[config.mk]
export PLATFORM = sky130hd
export DESIGN_NAME = frame_time_window_statistics
export DESIGN_NICKNAME = d
export VERILOG_FILES = /design/src/rtl/core/ftws_pkg.sv /design/src/rtl/core/frame_time_window_statistics.sv /design/src/rtl/core/ftws_ram.sv /design/src/rtl/core/ftws_div.sv
export VERILOG_INCLUDE_DIRS = /design/src /design/src/rtl/core
export SDC_FILE = /design/constraint.sdc
export NUM_CORES = 2
export LEC_CHECK = 0
export BUFFER_PORTS_ARGS = -buffer_cell sky130_fd_sc_hd__buf_2
export CORE_MARGIN = 2
export CORE_UTILIZATION = 60
export CTS_CLUSTER_DIAMETER = 30
export CTS_CLUSTER_SIZE = 16
export DETAILED_ROUTE_END_ITERATION = 12
export PLACE_DENSITY = 0.81
export SYNTH_ARGS = -nofsm -noshare
export SYNTH_HDL_FRONTEND = slang
export SYNTH_HIERARCHICAL = 1
export SYNTH_SLANG_ARGS = --single-unit
[constraint.sdc]
create_clock -name i_clk -period 40.9 [get_ports i_clk]
set_clock_uncertainty 0.1 [all_clocks]
set_input_delay 10.225 -clock i_clk [delete_from_list [all_inputs] [get_ports i_clk]]
set_output_delay 10.225 -clock i_clk [all_outputs]
set_load 0.01 [all_outputs]
[src/rtl/core/frame_time_window_statistics_defines.svh]
// ---------------------------------------------------------------------------
// frame time window statistics assertion macros
// shared assertion wrappers, empty when SYNTHESIS is set
// ---------------------------------------------------------------------------
`ifndef FRAME_TIME_WINDOW_STATISTICS_DEFINES_SVH
`define FRAME_TIME_WINDOW_STATISTICS_DEFINES_SVH

`ifndef SYNTHESIS
// clocked assertion with reset disable
`define FTWS_ASSERT_CLK(lbl, prop, msg) \
    lbl: assert property (@(posedge i_clk) disable iff (!i_rst_n) (prop)) else $error(msg);
// condition implies a consequence in the next cycle
`define FTWS_ASSERT_NEXT(lbl, cond, cons, msg) \
    `FTWS_ASSERT_CLK(lbl, (cond) |=> (cons), msg)
`else
`define FTWS_ASSERT_CLK(lbl, prop, msg)
`define FTWS_ASSERT_NEXT(lbl, cond, cons, msg)
`endif

`endif

[src/rtl/core/ftws_pkg.sv]
// ---------------------------------------------------------------------------
// ftws_pkg
// types, constants and helpers of the frame time window statistics block
// ---------------------------------------------------------------------------
`timescale 1ns / 1ps

package ftws_pkg;

    // sizes
    localparam int WINDOW_MAX  = 64;
    localparam int TIME_BITS   = 24;
    localparam int IDX_BITS    = $clog2(WINDOW_MAX);
    localparam int CNT_BITS    = $clog2(WINDOW_MAX + 1);
    localparam int SUM_BITS    = TIME_BITS + IDX_BITS;
    localparam int FPS_BITS    = 20;
    localparam int FPS_NUM     = 1000000;
    localparam int DIVD_BITS   = (SUM_BITS > FPS_BITS) ? SUM_BITS : FPS_BITS;
    localparam int DIVS_BITS   = TIME_BITS;
    localparam int DIVC_BITS   = $clog2(DIVD_BITS + 1);
    localparam int WS_BITS     = 7;
    localparam int CTR_BITS    = 32;
    localparam int CFG_BITS    = TIME_BITS;

    // percentile rank constants, x/100 as (x*5243)>>19
    localparam int PCT_95      = 95;
    localparam int PCT_99      = 99;
    localparam int RECIP_100   = 5243;
    localparam int RECIP_SHIFT = 19;

    // register reset values
    localparam logic [WS_BITS-1:0]   WS_RESET     = WS_BITS'(60);
    localparam logic [TIME_BITS-1:0] BUDGET_RESET = TIME_BITS'(16667);
    localparam logic [TIME_BITS-1:0] THR_RESET    = TIME_BITS'(33333);

    // skip counts
    localparam logic [1:0] SKIP_NONE = 2'd0;
    localparam logic [1:0] SKIP_ONE  = 2'd1;
    localparam logic [1:0] SKIP_TWO  = 2'd2;

    typedef enum logic [1:0] {
        KIND_BEGIN = 2'd0,
        KIND_END   = 2'd1,
        KIND_CLEAR = 2'd2
    } t_kind;

    typedef enum logic [1:0] {
        CFG_WINDOW = 2'd0,
        CFG_BUDGET = 2'd1,
        CFG_ADAPT  = 2'd2,
        CFG_THRESH = 2'd3
    } t_cfg_idx;

    typedef enum logic [3:0] {
        S_IDLE,
        S_WRITE,
        S_SUM,
        S_CAND,
        S_CANDL,
        S_RANK,
        S_MEAN,
        S_MEAN_W,
        S_FPS,
        S_FPS_W,
        S_PUB
    } t_state;

    typedef struct packed {
        logic                 start;
        logic [DIVD_BITS-1:0] dividend;
        logic [DIVS_BITS-1:0] divisor;
    } t_div_req;

    typedef struct packed {
        logic                 done;
        logic [DIVD_BITS-1:0] quotient;
    } t_div_rsp;

    // window register clamped to 1 .. WINDOW_MAX
    function automatic logic [CNT_BITS-1:0] eff_window(input logic [WS_BITS-1:0] ws);
        logic [31:0] ws_ext;
        ws_ext = 32'(ws);
        if (ws == '0) begin
            return CNT_BITS'(1);
        end else if (ws_ext > 32'(WINDOW_MAX)) begin
            return CNT_BITS'(WINDOW_MAX);
        end
        return CNT_BITS'(ws);
    endfunction

    // floor(pct*n/100) clamped to n-1
    function automatic logic [CNT_BITS-1:0] pick_rank(input logic [CNT_BITS-1:0] n,
                                                      input int pct);
        logic [31:0] x;
        logic [31:0] q;
        logic [31:0] n_ext;
        n_ext = 32'(n);
        x     = 32'(pct) * n_ext;
        q     = (x * 32'(RECIP_100)) >> RECIP_SHIFT;
        if (q >= n_ext) begin
            q = n_ext - 32'd1;
        end
        return CNT_BITS'(q);
    endfunction

endpackage

[src/rtl/core/frame_time_window_statistics.sv]
// ---------------------------------------------------------------------------
// frame_time_window_statistics
// frame time monitor: rolling min, max, mean, percentiles, fps and drops
// ---------------------------------------------------------------------------
//  channel   direction  handshake               payload
//  in        input      i_in_valid / o_in_stall  kind, gpu and cpu times
//  out       output     o_out_valid / i_out_stall statistics of one item
//  cfg       input      i_cfg_we                 index, data
//
//  begin frame, reset and unused kinds go from idle straight to the publish state
//  end frame reads the n window entries through the single ring read port once
//  for the sum and once per candidate for rank counting, then up to two divisions
//  reset leaves the ring empty at once through per-entry valid bits
//  the input stalls while an item is at work; a finished beat waits in the
//  output register while the next item is taken
// ---------------------------------------------------------------------------
`timescale 1ns / 1ps
`include "frame_time_window_statistics_defines.svh"

module frame_time_window_statistics (
    input  logic                                i_clk,
    input  logic                                i_rst_n,
    // configuration
    input  logic                                i_cfg_we,
    input  logic [1:0]                          i_cfg_index,
    input  logic [ftws_pkg::CFG_BITS-1:0]       i_cfg_data,
    // input channel
    input  logic                                i_in_valid,
    output logic                                o_in_stall,
    input  logic [1:0]                          i_kind,
    input  logic [ftws_pkg::TIME_BITS-1:0]      i_gpu_time_us,
    input  logic [ftws_pkg::TIME_BITS-1:0]      i_cpu_elapsed_us,
    // output channel
    output logic                                o_out_valid,
    input  logic                                i_out_stall,
    output logic                                o_proceed,
    output logic                                o_drop_flag,
    output logic [ftws_pkg::TIME_BITS-1:0]      o_excess_us,
    output logic [ftws_pkg::FPS_BITS-1:0]       o_frame_rate,
    output logic [ftws_pkg::TIME_BITS-1:0]      o_mean_us,
    output logic [ftws_pkg::TIME_BITS-1:0]      o_min_us,
    output logic [ftws_pkg::TIME_BITS-1:0]      o_max_us,
    output logic [ftws_pkg::TIME_BITS-1:0]      o_p95_us,
    output logic [ftws_pkg::TIME_BITS-1:0]      o_p99_us,
    output logic [ftws_pkg::CTR_BITS-1:0]       o_frames_total,
    output logic [ftws_pkg::CTR_BITS-1:0]       o_frames_dropped,
    output logic [1:0]                          o_skip_count
);

    localparam int TB = ftws_pkg::TIME_BITS;
    localparam int CB = ftws_pkg::CNT_BITS;
    localparam int IB = ftws_pkg::IDX_BITS;

    ftws_pkg::t_state r_state, n_state;

    // configuration registers
    logic [ftws_pkg::WS_BITS-1:0] r_window;
    logic [TB-1:0]                r_budget;
    logic                         r_adapt;
    logic [TB-1:0]                r_thresh;

    // statistics state
    logic [ftws_pkg::WINDOW_MAX-1:0] r_vld;
    logic [IB-1:0]                   r_ptr;
    logic [ftws_pkg::CTR_BITS-1:0]   r_frames;
    logic [ftws_pkg::CTR_BITS-1:0]   r_drops;
    logic [TB-1:0]                   r_held_mean;
    logic [TB-1:0]                   r_held_min;
    logic [TB-1:0]                   r_held_max;
    logic [TB-1:0]                   r_held_p95;
    logic [TB-1:0]                   r_held_p99;
    logic [ftws_pkg::FPS_BITS-1:0]   r_held_fps;

    // per item work registers
    logic [TB-1:0]                   r_sample;
    logic                            r_proceed;
    logic                            r_drop;
    logic [TB-1:0]                   r_excess;
    logic [CB-1:0]                   r_n;
    logic [CB-1:0]                   r_k95;
    logic [CB-1:0]                   r_k99;
    logic [CB-1:0]                   r_idx;
    logic [CB-1:0]                   r_j;
    logic                            r_pend;
    logic [ftws_pkg::SUM_BITS-1:0]   r_sum;
    logic [TB-1:0]                   r_mn;
    logic [TB-1:0]                   r_mx;
    logic [TB-1:0]                   r_cand;
    logic [CB-1:0]                   r_cl;
    logic [CB-1:0]                   r_cle;
    logic                            r_rd_vld;

    // output register
    logic                            r_out_valid;
    logic                            r_out_proceed;
    logic                            r_out_drop;
    logic [TB-1:0]                   r_out_excess;
    logic [ftws_pkg::FPS_BITS-1:0]   r_out_fps;
    logic [TB-1:0]                   r_out_mean;
    logic [TB-1:0]                   r_out_min;
    logic [TB-1:0]                   r_out_max;
    logic [TB-1:0]                   r_out_p95;
    logic [TB-1:0]                   r_out_p99;
    logic [ftws_pkg::CTR_BITS-1:0]   r_out_frames;
    logic [ftws_pkg::CTR_BITS-1:0]   r_out_drops;
    logic [1:0]                      r_out_skip;

    // combinational helpers
    logic                            in_acc;
    logic                            pub_load;
    logic [CB-1:0]                   w_eff;
    logic [IB-1:0]                   ptr_eff;
    logic [IB-1:0]                   ptr_nxt;
    logic [CB-1:0]                   n_calc;
    logic                            issue;
    logic                            scan_done;
    logic [TB-1:0]                   ram_q;
    logic [TB-1:0]                   rd_val;
    logic [IB-1:0]                   rd_addr;
    logic                            ram_we;
    logic [1:0]                      skip;
    logic [TB+1:0]                   mean_ext;
    logic [TB+1:0]                   two_mean;
    logic [TB+1:0]                   two_bud;
    logic [TB+1:0]                   three_bud;
    ftws_pkg::t_div_req              div_req;
    ftws_pkg::t_div_rsp              div_rsp;

    // ring memory and shared divider
    ftws_ram #(
        .WIDTH (TB),
        .DEPTH (ftws_pkg::WINDOW_MAX)
    ) u_ring (
        .i_clk   (i_clk),
        .i_we    (ram_we),
        .i_waddr (ptr_eff),
        .i_wdata (r_sample),
        .i_raddr (rd_addr),
        .o_rdata (ram_q)
    );

    ftws_div u_div (
        .i_clk   (i_clk),
        .i_rst_n (i_rst_n),
        .i_req   (div_req),
        .o_rsp   (div_rsp)
    );

    // window, pointer and entry count
    always_comb begin
        w_eff   = ftws_pkg::eff_window(r_window);
        ptr_eff = (CB'(r_ptr) >= w_eff) ? '0 : r_ptr;
        ptr_nxt = ((CB'(ptr_eff) + CB'(1)) == w_eff) ? '0 : (ptr_eff + IB'(1));
        n_calc  = (r_frames < ftws_pkg::CTR_BITS'(w_eff)) ? r_frames[CB-1:0] : w_eff;
    end

    // scan control and masked read data
    always_comb begin
        issue     = (r_idx < r_n);
        scan_done = (r_idx == r_n) && !r_pend;
        rd_val    = r_rd_vld ? ram_q : '0;
    end

    // skip decision on the held mean
    always_comb begin
        mean_ext  = (TB + 2)'(r_held_mean);
        two_mean  = mean_ext << 1;
        two_bud   = (TB + 2)'(r_budget) << 1;
        three_bud = two_bud + (TB + 2)'(r_budget);
        if (!r_adapt) begin
            skip = ftws_pkg::SKIP_NONE;
        end else if (mean_ext > two_bud) begin
            skip = ftws_pkg::SKIP_TWO;
        end else if (two_mean > three_bud) begin
            skip = ftws_pkg::SKIP_ONE;
        end else begin
            skip = ftws_pkg::SKIP_NONE;
        end
    end

    // next state
    always_comb begin
        n_state = r_state;
        case (r_state)
            ftws_pkg::S_IDLE: begin
                if (in_acc) begin
                    n_state = (i_kind == ftws_pkg::KIND_END) ? ftws_pkg::S_WRITE
                                                              : ftws_pkg::S_PUB;
                end
            end
            ftws_pkg::S_WRITE: begin
                n_state = (n_calc == '0) ? ftws_pkg::S_FPS : ftws_pkg::S_SUM;
            end
            ftws_pkg::S_SUM: begin
                if (scan_done) n_state = ftws_pkg::S_CAND;
            end
            ftws_pkg::S_CAND:  n_state = ftws_pkg::S_CANDL;
            ftws_pkg::S_CANDL: n_state = ftws_pkg::S_RANK;
            ftws_pkg::S_RANK: begin
                if (scan_done) begin
                    n_state = ((r_j + CB'(1)) == r_n) ? ftws_pkg::S_MEAN : ftws_pkg::S_CAND;
                end
            end
            ftws_pkg::S_MEAN:  n_state = ftws_pkg::S_MEAN_W;
            ftws_pkg::S_MEAN_W: begin
                if (div_rsp.done) n_state = ftws_pkg::S_FPS;
            end
            ftws_pkg::S_FPS: begin
                n_state = (r_sample == '0) ? ftws_pkg::S_PUB : ftws_pkg::S_FPS_W;
            end
            ftws_pkg::S_FPS_W: begin
                if (div_rsp.done) n_state = ftws_pkg::S_PUB;
            end
            ftws_pkg::S_PUB: begin
                if (pub_load) n_state = ftws_pkg::S_IDLE;
            end
            default: n_state = ftws_pkg::S_IDLE;
        endcase
    end

    // state outputs
    always_comb begin
        o_in_stall       = (r_state != ftws_pkg::S_IDLE);
        in_acc           = i_in_valid && (r_state == ftws_pkg::S_IDLE);
        pub_load         = (r_state == ftws_pkg::S_PUB) && (!r_out_valid || !i_out_stall);
        ram_we           = (r_state == ftws_pkg::S_WRITE);
        rd_addr          = (r_state == ftws_pkg::S_CAND) ? r_j[IB-1:0] : r_idx[IB-1:0];
        div_req.start    = (r_state == ftws_pkg::S_MEAN) ||
                           ((r_state == ftws_pkg::S_FPS) && (r_sample != '0));
        div_req.dividend = (r_state == ftws_pkg::S_MEAN)
                           ? ftws_pkg::DIVD_BITS'(r_sum)
                           : ftws_pkg::DIVD_BITS'(ftws_pkg::FPS_NUM);
        div_req.divisor  = (r_state == ftws_pkg::S_MEAN)
                           ? ftws_pkg::DIVS_BITS'(r_n)
                           : r_sample;
    end

    // state register
    always_ff @(posedge i_clk) begin
        if (!i_rst_n) begin
            r_state <= ftws_pkg::S_IDLE;
        end else begin
            r_state <= n_state;
        end
    end

    // configuration writes
    always_ff @(posedge i_clk) begin
        if (!i_rst_n) begin
            r_window <= ftws_pkg::WS_RESET;
            r_budget <= ftws_pkg::BUDGET_RESET;
            r_adapt  <= 1'b0;
            r_thresh <= ftws_pkg::THR_RESET;
        end else if (i_cfg_we) begin
            case (i_cfg_index)
                ftws_pkg::CFG_WINDOW: r_window <= i_cfg_data[ftws_pkg::WS_BITS-1:0];
                ftws_pkg::CFG_BUDGET: r_budget <= i_cfg_data[TB-1:0];
                ftws_pkg::CFG_ADAPT:  r_adapt  <= i_cfg_data[0];
                ftws_pkg::CFG_THRESH: r_thresh <= i_cfg_data[TB-1:0];
                default: ;
            endcase
        end
    end

    // valid bit of the entry being read
    always_ff @(posedge i_clk) begin
        r_rd_vld <= r_vld[rd_addr];
    end

    // statistics state and held results
    always_ff @(posedge i_clk) begin
        if (!i_rst_n) begin
            r_vld       <= '0;
            r_ptr       <= '0;
            r_frames    <= '0;
            r_drops     <= '0;
            r_held_mean <= '0;
            r_held_min  <= '1;
            r_held_max  <= '0;
            r_held_p95  <= '0;
            r_held_p99  <= '0;
            r_held_fps  <= '0;
        end else begin
            case (r_state)
                ftws_pkg::S_IDLE: begin
                    if (in_acc) begin
                        case (i_kind)
                            ftws_pkg::KIND_BEGIN: begin
                                if (r_frames != '1) r_frames <= r_frames + 1'b1;
                            end
                            ftws_pkg::KIND_CLEAR: begin
                                r_vld       <= '0;
                                r_ptr       <= '0;
                                r_frames    <= '0;
                                r_drops     <= '0;
                                r_held_mean <= '0;
                                r_held_min  <= '1;
                                r_held_max  <= '0;
                                r_held_p95  <= '0;
                                r_held_p99  <= '0;
                                r_held_fps  <= '0;
                            end
                            default: ;
                        endcase
                    end
                end
                ftws_pkg::S_WRITE: begin
                    r_vld[ptr_eff] <= 1'b1;
                    r_ptr          <= ptr_nxt;
                    if ((r_sample > r_budget) && (r_drops != '1)) begin
                        r_drops <= r_drops + 1'b1;
                    end
                    // empty window gives the cleared statistics
                    if (n_calc == '0) begin
                        r_held_mean <= '0;
                        r_held_min  <= '1;
                        r_held_max  <= '0;
                        r_held_p95  <= '0;
                        r_held_p99  <= '0;
                    end
                end
                ftws_pkg::S_SUM: begin
                    if (scan_done) begin
                        r_held_min <= r_mn;
                        r_held_max <= r_mx;
                    end
                end
                ftws_pkg::S_RANK: begin
                    if (scan_done) begin
                        if ((r_cl <= r_k95) && (r_k95 < r_cle)) r_held_p95 <= r_cand;
                        if ((r_cl <= r_k99) && (r_k99 < r_cle)) r_held_p99 <= r_cand;
                    end
                end
                ftws_pkg::S_MEAN_W: begin
                    if (div_rsp.done) r_held_mean <= div_rsp.quotient[TB-1:0];
                end
                ftws_pkg::S_FPS: begin
                    if (r_sample == '0) r_held_fps <= '0;
                end
                ftws_pkg::S_FPS_W: begin
                    if (div_rsp.done) r_held_fps <= div_rsp.quotient[ftws_pkg::FPS_BITS-1:0];
                end
                default: ;
            endcase
        end
    end

    // per item datapath
    always_ff @(posedge i_clk) begin
        case (r_state)
            ftws_pkg::S_IDLE: begin
                r_proceed <= 1'b1;
                r_drop    <= 1'b0;
                r_excess  <= '0;
                if (i_kind == ftws_pkg::KIND_BEGIN) begin
                    r_proceed <= !(r_adapt && (r_held_mean > r_thresh));
                end
                r_sample <= (i_gpu_time_us != '0) ? i_gpu_time_us : i_cpu_elapsed_us;
            end
            ftws_pkg::S_WRITE: begin
                if (r_sample > r_budget) begin
                    r_drop   <= 1'b1;
                    r_excess <= r_sample - r_budget;
                end
                r_n    <= n_calc;
                r_k95  <= ftws_pkg::pick_rank(n_calc, ftws_pkg::PCT_95);
                r_k99  <= ftws_pkg::pick_rank(n_calc, ftws_pkg::PCT_99);
                r_idx  <= '0;
                r_j    <= '0;
                r_pend <= 1'b0;
                r_sum  <= '0;
                r_mn   <= '1;
                r_mx   <= '0;
            end
            // sum, min and max pass
            ftws_pkg::S_SUM: begin
                if (issue) r_idx <= r_idx + CB'(1);
                r_pend <= issue;
                if (r_pend) begin
                    r_sum <= r_sum + ftws_pkg::SUM_BITS'(rd_val);
                    if (rd_val < r_mn) r_mn <= rd_val;
                    if (rd_val > r_mx) r_mx <= rd_val;
                end
            end
            // candidate fetch for rank counting
            ftws_pkg::S_CANDL: begin
                r_cand <= rd_val;
                r_idx  <= '0;
                r_pend <= 1'b0;
                r_cl   <= '0;
                r_cle  <= '0;
            end
            ftws_pkg::S_RANK: begin
                if (issue) r_idx <= r_idx + CB'(1);
                r_pend <= issue;
                if (r_pend) begin
                    if (rd_val < r_cand)  r_cl  <= r_cl + CB'(1);
                    if (rd_val <= r_cand) r_cle <= r_cle + CB'(1);
                end
                if (scan_done) r_j <= r_j + CB'(1);
            end
            default: ;
        endcase
    end

    // output register
    always_ff @(posedge i_clk) begin
        if (!i_rst_n) begin
            r_out_valid <= 1'b0;
        end else if (pub_load) begin
            r_out_valid <= 1'b1;
        end else if (!i_out_stall) begin
            r_out_valid <= 1'b0;
        end
    end

    always_ff @(posedge i_clk) begin
        if (pub_load) begin
            r_out_proceed <= r_proceed;
            r_out_drop    <= r_drop;
            r_out_excess  <= r_excess;
            r_out_fps     <= r_held_fps;
            r_out_mean    <= r_held_mean;
            r_out_min     <= r_held_min;
            r_out_max     <= r_held_max;
            r_out_p95     <= r_held_p95;
            r_out_p99     <= r_held_p99;
            r_out_frames  <= r_frames;
            r_out_drops   <= r_drops;
            r_out_skip    <= skip;
        end
    end

    assign o_out_valid      = r_out_valid;
    assign o_proceed        = r_out_proceed;
    assign o_drop_flag      = r_out_drop;
    assign o_excess_us      = r_out_excess;
    assign o_frame_rate     = r_out_fps;
    assign o_mean_us        = r_out_mean;
    assign o_min_us         = r_out_min;
    assign o_max_us         = r_out_max;
    assign o_p95_us         = r_out_p95;
    assign o_p99_us         = r_out_p99;
    assign o_frames_total   = r_out_frames;
    assign o_frames_dropped = r_out_drops;
    assign o_skip_count     = r_out_skip;

    // checks
    `FTWS_ASSERT_CLK(a_div_done_wait,
        div_rsp.done |-> ((r_state == ftws_pkg::S_MEAN_W) || (r_state == ftws_pkg::S_FPS_W)),
        "divider finished outside a wait state")
    `FTWS_ASSERT_NEXT(a_end_to_write, in_acc && (i_kind == ftws_pkg::KIND_END),
        r_state == ftws_pkg::S_WRITE, "end frame did not start the ring write")
    `FTWS_ASSERT_NEXT(a_pub_loads, (r_state == ftws_pkg::S_PUB) && !r_out_valid,
        r_out_valid, "publish with free output register lost the beat")
    `FTWS_ASSERT_CLK(a_rank_order, (r_state == ftws_pkg::S_RANK) |-> (r_cl <= r_cle),
        "rank counts out of order")

endmodule

[src/rtl/core/ftws_ram.sv]
// ---------------------------------------------------------------------------
// ftws_ram
// generic single write, single registered read memory
// ---------------------------------------------------------------------------
`timescale 1ns / 1ps

module ftws_ram #(
    parameter int WIDTH = 24,
    parameter int DEPTH = 64
) (
    input  logic                     i_clk,
    input  logic                     i_we,
    input  logic [$clog2(DEPTH)-1:0] i_waddr,
    input  logic [WIDTH-1:0]         i_wdata,
    input  logic [$clog2(DEPTH)-1:0] i_raddr,
    output logic [WIDTH-1:0]         o_rdata
);

    logic [WIDTH-1:0] r_mem [DEPTH];
    logic [WIDTH-1:0] r_rdata;

    // write port and registered read
    always_ff @(posedge i_clk) begin
        if (i_we) begin
            r_mem[i_waddr] <= i_wdata;
        end
        r_rdata <= r_mem[i_raddr];
    end

    assign o_rdata = r_rdata;

endmodule

[src/rtl/core/ftws_div.sv]
// ---------------------------------------------------------------------------
// ftws_div
// restoring divider, one quotient bit per cycle
// ---------------------------------------------------------------------------
`timescale 1ns / 1ps

module ftws_div (
    input  logic                i_clk,
    input  logic                i_rst_n,
    input  ftws_pkg::t_div_req  i_req,
    output ftws_pkg::t_div_rsp  o_rsp
);

    logic [ftws_pkg::DIVS_BITS:0]   r_rem;
    logic [ftws_pkg::DIVD_BITS-1:0] r_quo;
    logic [ftws_pkg::DIVS_BITS-1:0] r_dvs;
    logic [ftws_pkg::DIVC_BITS-1:0] r_cnt;
    logic                           r_busy;
    logic                           r_done;

    logic [ftws_pkg::DIVS_BITS:0]   shifted;
    logic [ftws_pkg::DIVS_BITS:0]   dvs_ext;
    logic                           ge;

    // trial subtract
    always_comb begin
        shifted = {r_rem[ftws_pkg::DIVS_BITS-1:0], r_quo[ftws_pkg::DIVD_BITS-1]};
        dvs_ext = {1'b0, r_dvs};
        ge      = (shifted >= dvs_ext);
    end

    // iteration
    always_ff @(posedge i_clk) begin
        if (!i_rst_n) begin
            r_busy <= 1'b0;
            r_done <= 1'b0;
        end else begin
            r_done <= 1'b0;
            if (i_req.start) begin
                r_rem  <= '0;
                r_quo  <= i_req.dividend;
                r_dvs  <= i_req.divisor;
                r_cnt  <= ftws_pkg::DIVC_BITS'(ftws_pkg::DIVD_BITS);
                r_busy <= 1'b1;
            end else if (r_busy) begin
                r_rem <= ge ? (shifted - dvs_ext) : shifted;
                r_quo <= {r_quo[ftws_pkg::DIVD_BITS-2:0], ge};
                r_cnt <= r_cnt - ftws_pkg::DIVC_BITS'(1);
                if (r_cnt == ftws_pkg::DIVC_BITS'(1)) begin
                    r_busy <= 1'b0;
                    r_done <= 1'b1;
                end
            end
        end
    end

    assign o_rsp.done     = r_done;
    assign o_rsp.quotient = r_quo;

endmodule
==> impl_metrics.tcl <==
set metrics [dict create \
    clk_latency_ns 1.00 \
    cts_buffer_depth 4 \
    synthDistinctLibCells 103 \
    post_cts_buffers 0 \
    root_buffer "clkbuf_16" \
    relSlewSlack_pct 6.86 \
    swShare_pct 33.7 \
    end_kind "register" \
    fin_nets 8868 \
    worst_ep_required_time_ns 41.48 \
    synth_top_area_share_pct 56.1 \
    cp_data_arrival_time_ns 14.02 \
    peakVddDrop_mv 0.0594 \
    die_y_microns 432 \
    die_w_microns 432 \
    grt_pass1_vias 72066 \
    period_minus_slack_ns 13.44 \
    overflow 0 \
    powerDensity_mw_per_mm2 72.0 \
    num_vias 71967 \
    cts_tree "yes" \
    fillerInstances 10890 \
    p_switching_mw 3.12 \
    min_path_type "reg2reg" \
    port_buffers 314 \
    worstSetupPathType "reg2reg" \
    cts_resized 0 \
    yosys_register_bits 2415 \
    h-tree-depth 5 \
    fmax_mhz 74.4 \
    seq_area_frac_synth_pct 62.7 \
    gp_congestion 0.962 \
    outcome "finished, final reports clean" \
    coreArea_sq_mm 0.182 \
    final_common_cell "edfxtp_1" \
    multiInputGateArea_sq_mm 0.0380 \
    grtUsageTotal_pct 34.4 \
    clkSinkCount 2415 \
    max_cap_violations 0 \
    fin_crit_sh_pct 32.9 \
    num_rows 157 \
    drt.antenna.violating_nets 0 \
    syn_inst 7544 \
    slowest_delay_ns 0.67 \
    avgViaCountPerCell 6.66 \
    worst_pin_slew_ns 1.40 \
    register_area_sq_mm 0.0689 \
    clock_power_share_pct 37.7 \
    dieArea_sq_mm 0.187 \
    num_io_pins 315 \
    hold_buffers 0 \
    drt-pass1-iter-count 7 \
    async_flop_share_pct 0 \
    route.detailed.drc 0 \
    grt_max_degree 111 \
    netlist_area_sq_mm 0.110 \
    antenna_found_initial 18 \
    grt_pass1_wl_microns 472000 \
    initial_utilization_pct 60.2 \
    wl_microns 323000 \
    crit_fanout 12 \
    hold_ws_ns 0.318 \
    layout-drive-gt1-share_pct 20.4 \
    mostFrequentLayoutCells "edfxtp_1, ha_1, inv_1" \
    leakage_nw 48.6 \
    comb_power_share_pct 27.9 \
    synth_area_per_cell_sq_um 14.6 \
    dp_hpwl_microns 188000 \
    yosysWarnings 6 \
    ys.flop_type "edfxtp_1" \
    wire_per_inst_microns 29.9 \
    cts.clk_slew.worst_paths_ns 0.05 \
    synth_nets 8322 \
    cp_slowest_cell "dfxtp_1" \
    power_frac_seq_pct 34.4 \
    synth_top_cell_by_area "edfxtp_1" \
    finalSetupViolCount 0 \
    hold_viol 0 \
    syn2layout_area_growth_pct 16.8 \
    cp-start-kind "register" \
    synth-edff-count 2053 \
    setup-tns-final_ns 0 \
    dr.first_iter.drc_count 9675 \
    synth_area_leaders "edfxtp_1, mux4_2, dfxtp_1" \
    grt_setup_unrepaired "no" \
    cp_common_cell "ha_1" \
    slew_violations 0 \
    p_int_mw 6.13 \
    numCtsBuffers 413 \
]
## final cells by class
| class | count | area share, % |
|---|---|---|
| clock buffers | 472 | 8.46 |
| well taps | 2385 | 2.32 |
| repair buffers | 445 | 2.01 |
| multi-input cells | 4299 | 29.6 |
| inverters | 516 | 1.53 |
| diodes | 2 | 0.00390 |
| clock inverters | 274 | 2.42 |
| flip-flops and latches | 2415 | 53.7 |
## critical path: cells and delay by family, from the launching register on
family	cells	cell delay (ns)
compound gates	15	3.47
xor+xnor	1	0.63
fa+ha+maj	13	5.23
buf+inv	6	0.74
flops	1	0.67
mux	1	0.34
simple gates	13	1.95
## final timing paths
kind | startpoint | to | slack (ns) | cells past startpoint
setup / recovery | r_window[6]$_SDFFE_PN0P_ | r_k95[1]$_DFFE_PP_ | 27.46 | 49
hold reg to reg | r_excess[8]$_SDFFCE_PN0P_ | o_excess_us[8]$_DFFE_PP_ | 0.32 | 0
hold / removal | r_excess[8]$_SDFFCE_PN0P_ | o_excess_us[8]$_DFFE_PP_ | 0.32 | 0
setup reg to reg | r_window[6]$_SDFFE_PN0P_ | r_k95[1]$_DFFE_PP_ | 27.46 | 49
## stage by stage
stage	instances	util (%)	area [sq um]	setup slack [ns]	total power [mW]
after global placement	10060	62.7	114000	27.59	5.54
after CTS	10806	70.4	128000	27.48	9.17
after floorplan	7544	-	110000	18.53	4.79
final	10808	70.4	128000	27.46	9.25
after detailed placement	10060	62.7	114000	27.53	5.62
after global routing	10806	70.4	128000	26.57	9.47
## registers in the layout (all words and copies together), names as in the netlist, 30 cells and up
name and flops:
r_frames 32, r_drops 32, o_frames_total 32, r_sum 30, u_ring/r_mem 1536, o_frames_dropped 32
r_vld 64, u_div/r_quo 30
## metal layers
layer / wire [microns] / GRT usage [%]
met5: 154 / 0
met4: 21200 / 19.6
met3: 37800 / 9.43
met2: 152000 / 54.5
met1: 112000 / 43.0
## power by group through the flow
| stage | Clock (mW) | Sequential [mW] | Combinational [mW] |
|---|---|---|---|
| 4_1_cts | 3.50 | 3.17 | 2.50 |
| 3_5_place_dp | 0 | 3.21 | 2.40 |
| 6_report | 3.49 | 3.18 | 2.58 |
| 2_1_floorplan | 0 | 3.27 | 1.52 |
| 5_1_grt | 3.60 | 3.18 | 2.70 |
| 3_3_place_gp | 0 | 3.21 | 2.33 |
## cells by family (layout without fill, tap and decap cells)
kind of cell | Yosys count | after routing | share of synthesized area [%]
compound gates | 1101 | 1101 | 6.42
simple gates | 1653 | 1653 | 7.13
xor+xnor | 205 | 205 | 1.63
fa+ha+maj | 697 | 697 | 8.89
other cells | 0 | 2 | 0
buf+inv | 830 | 1707 | 3.17
mux | 643 | 643 | 10.1
flops | 2415 | 2415 | 62.7
## synth_stat cells, drive strengths merged (87+ instances only)
cell type	instances
ha	557
a21o	139
nand2	482
a21oi	395
dfxtp	362
xnor2	128
mux4	360
nand3	206
clkbuf	179
nor2	436
edfxtp	2053
nor3	94
o21ai	176
mux2i	196
mux2	87
inv	510
fa	140
buf	135
No activity file was read; power rests on OpenSTA's default activity.
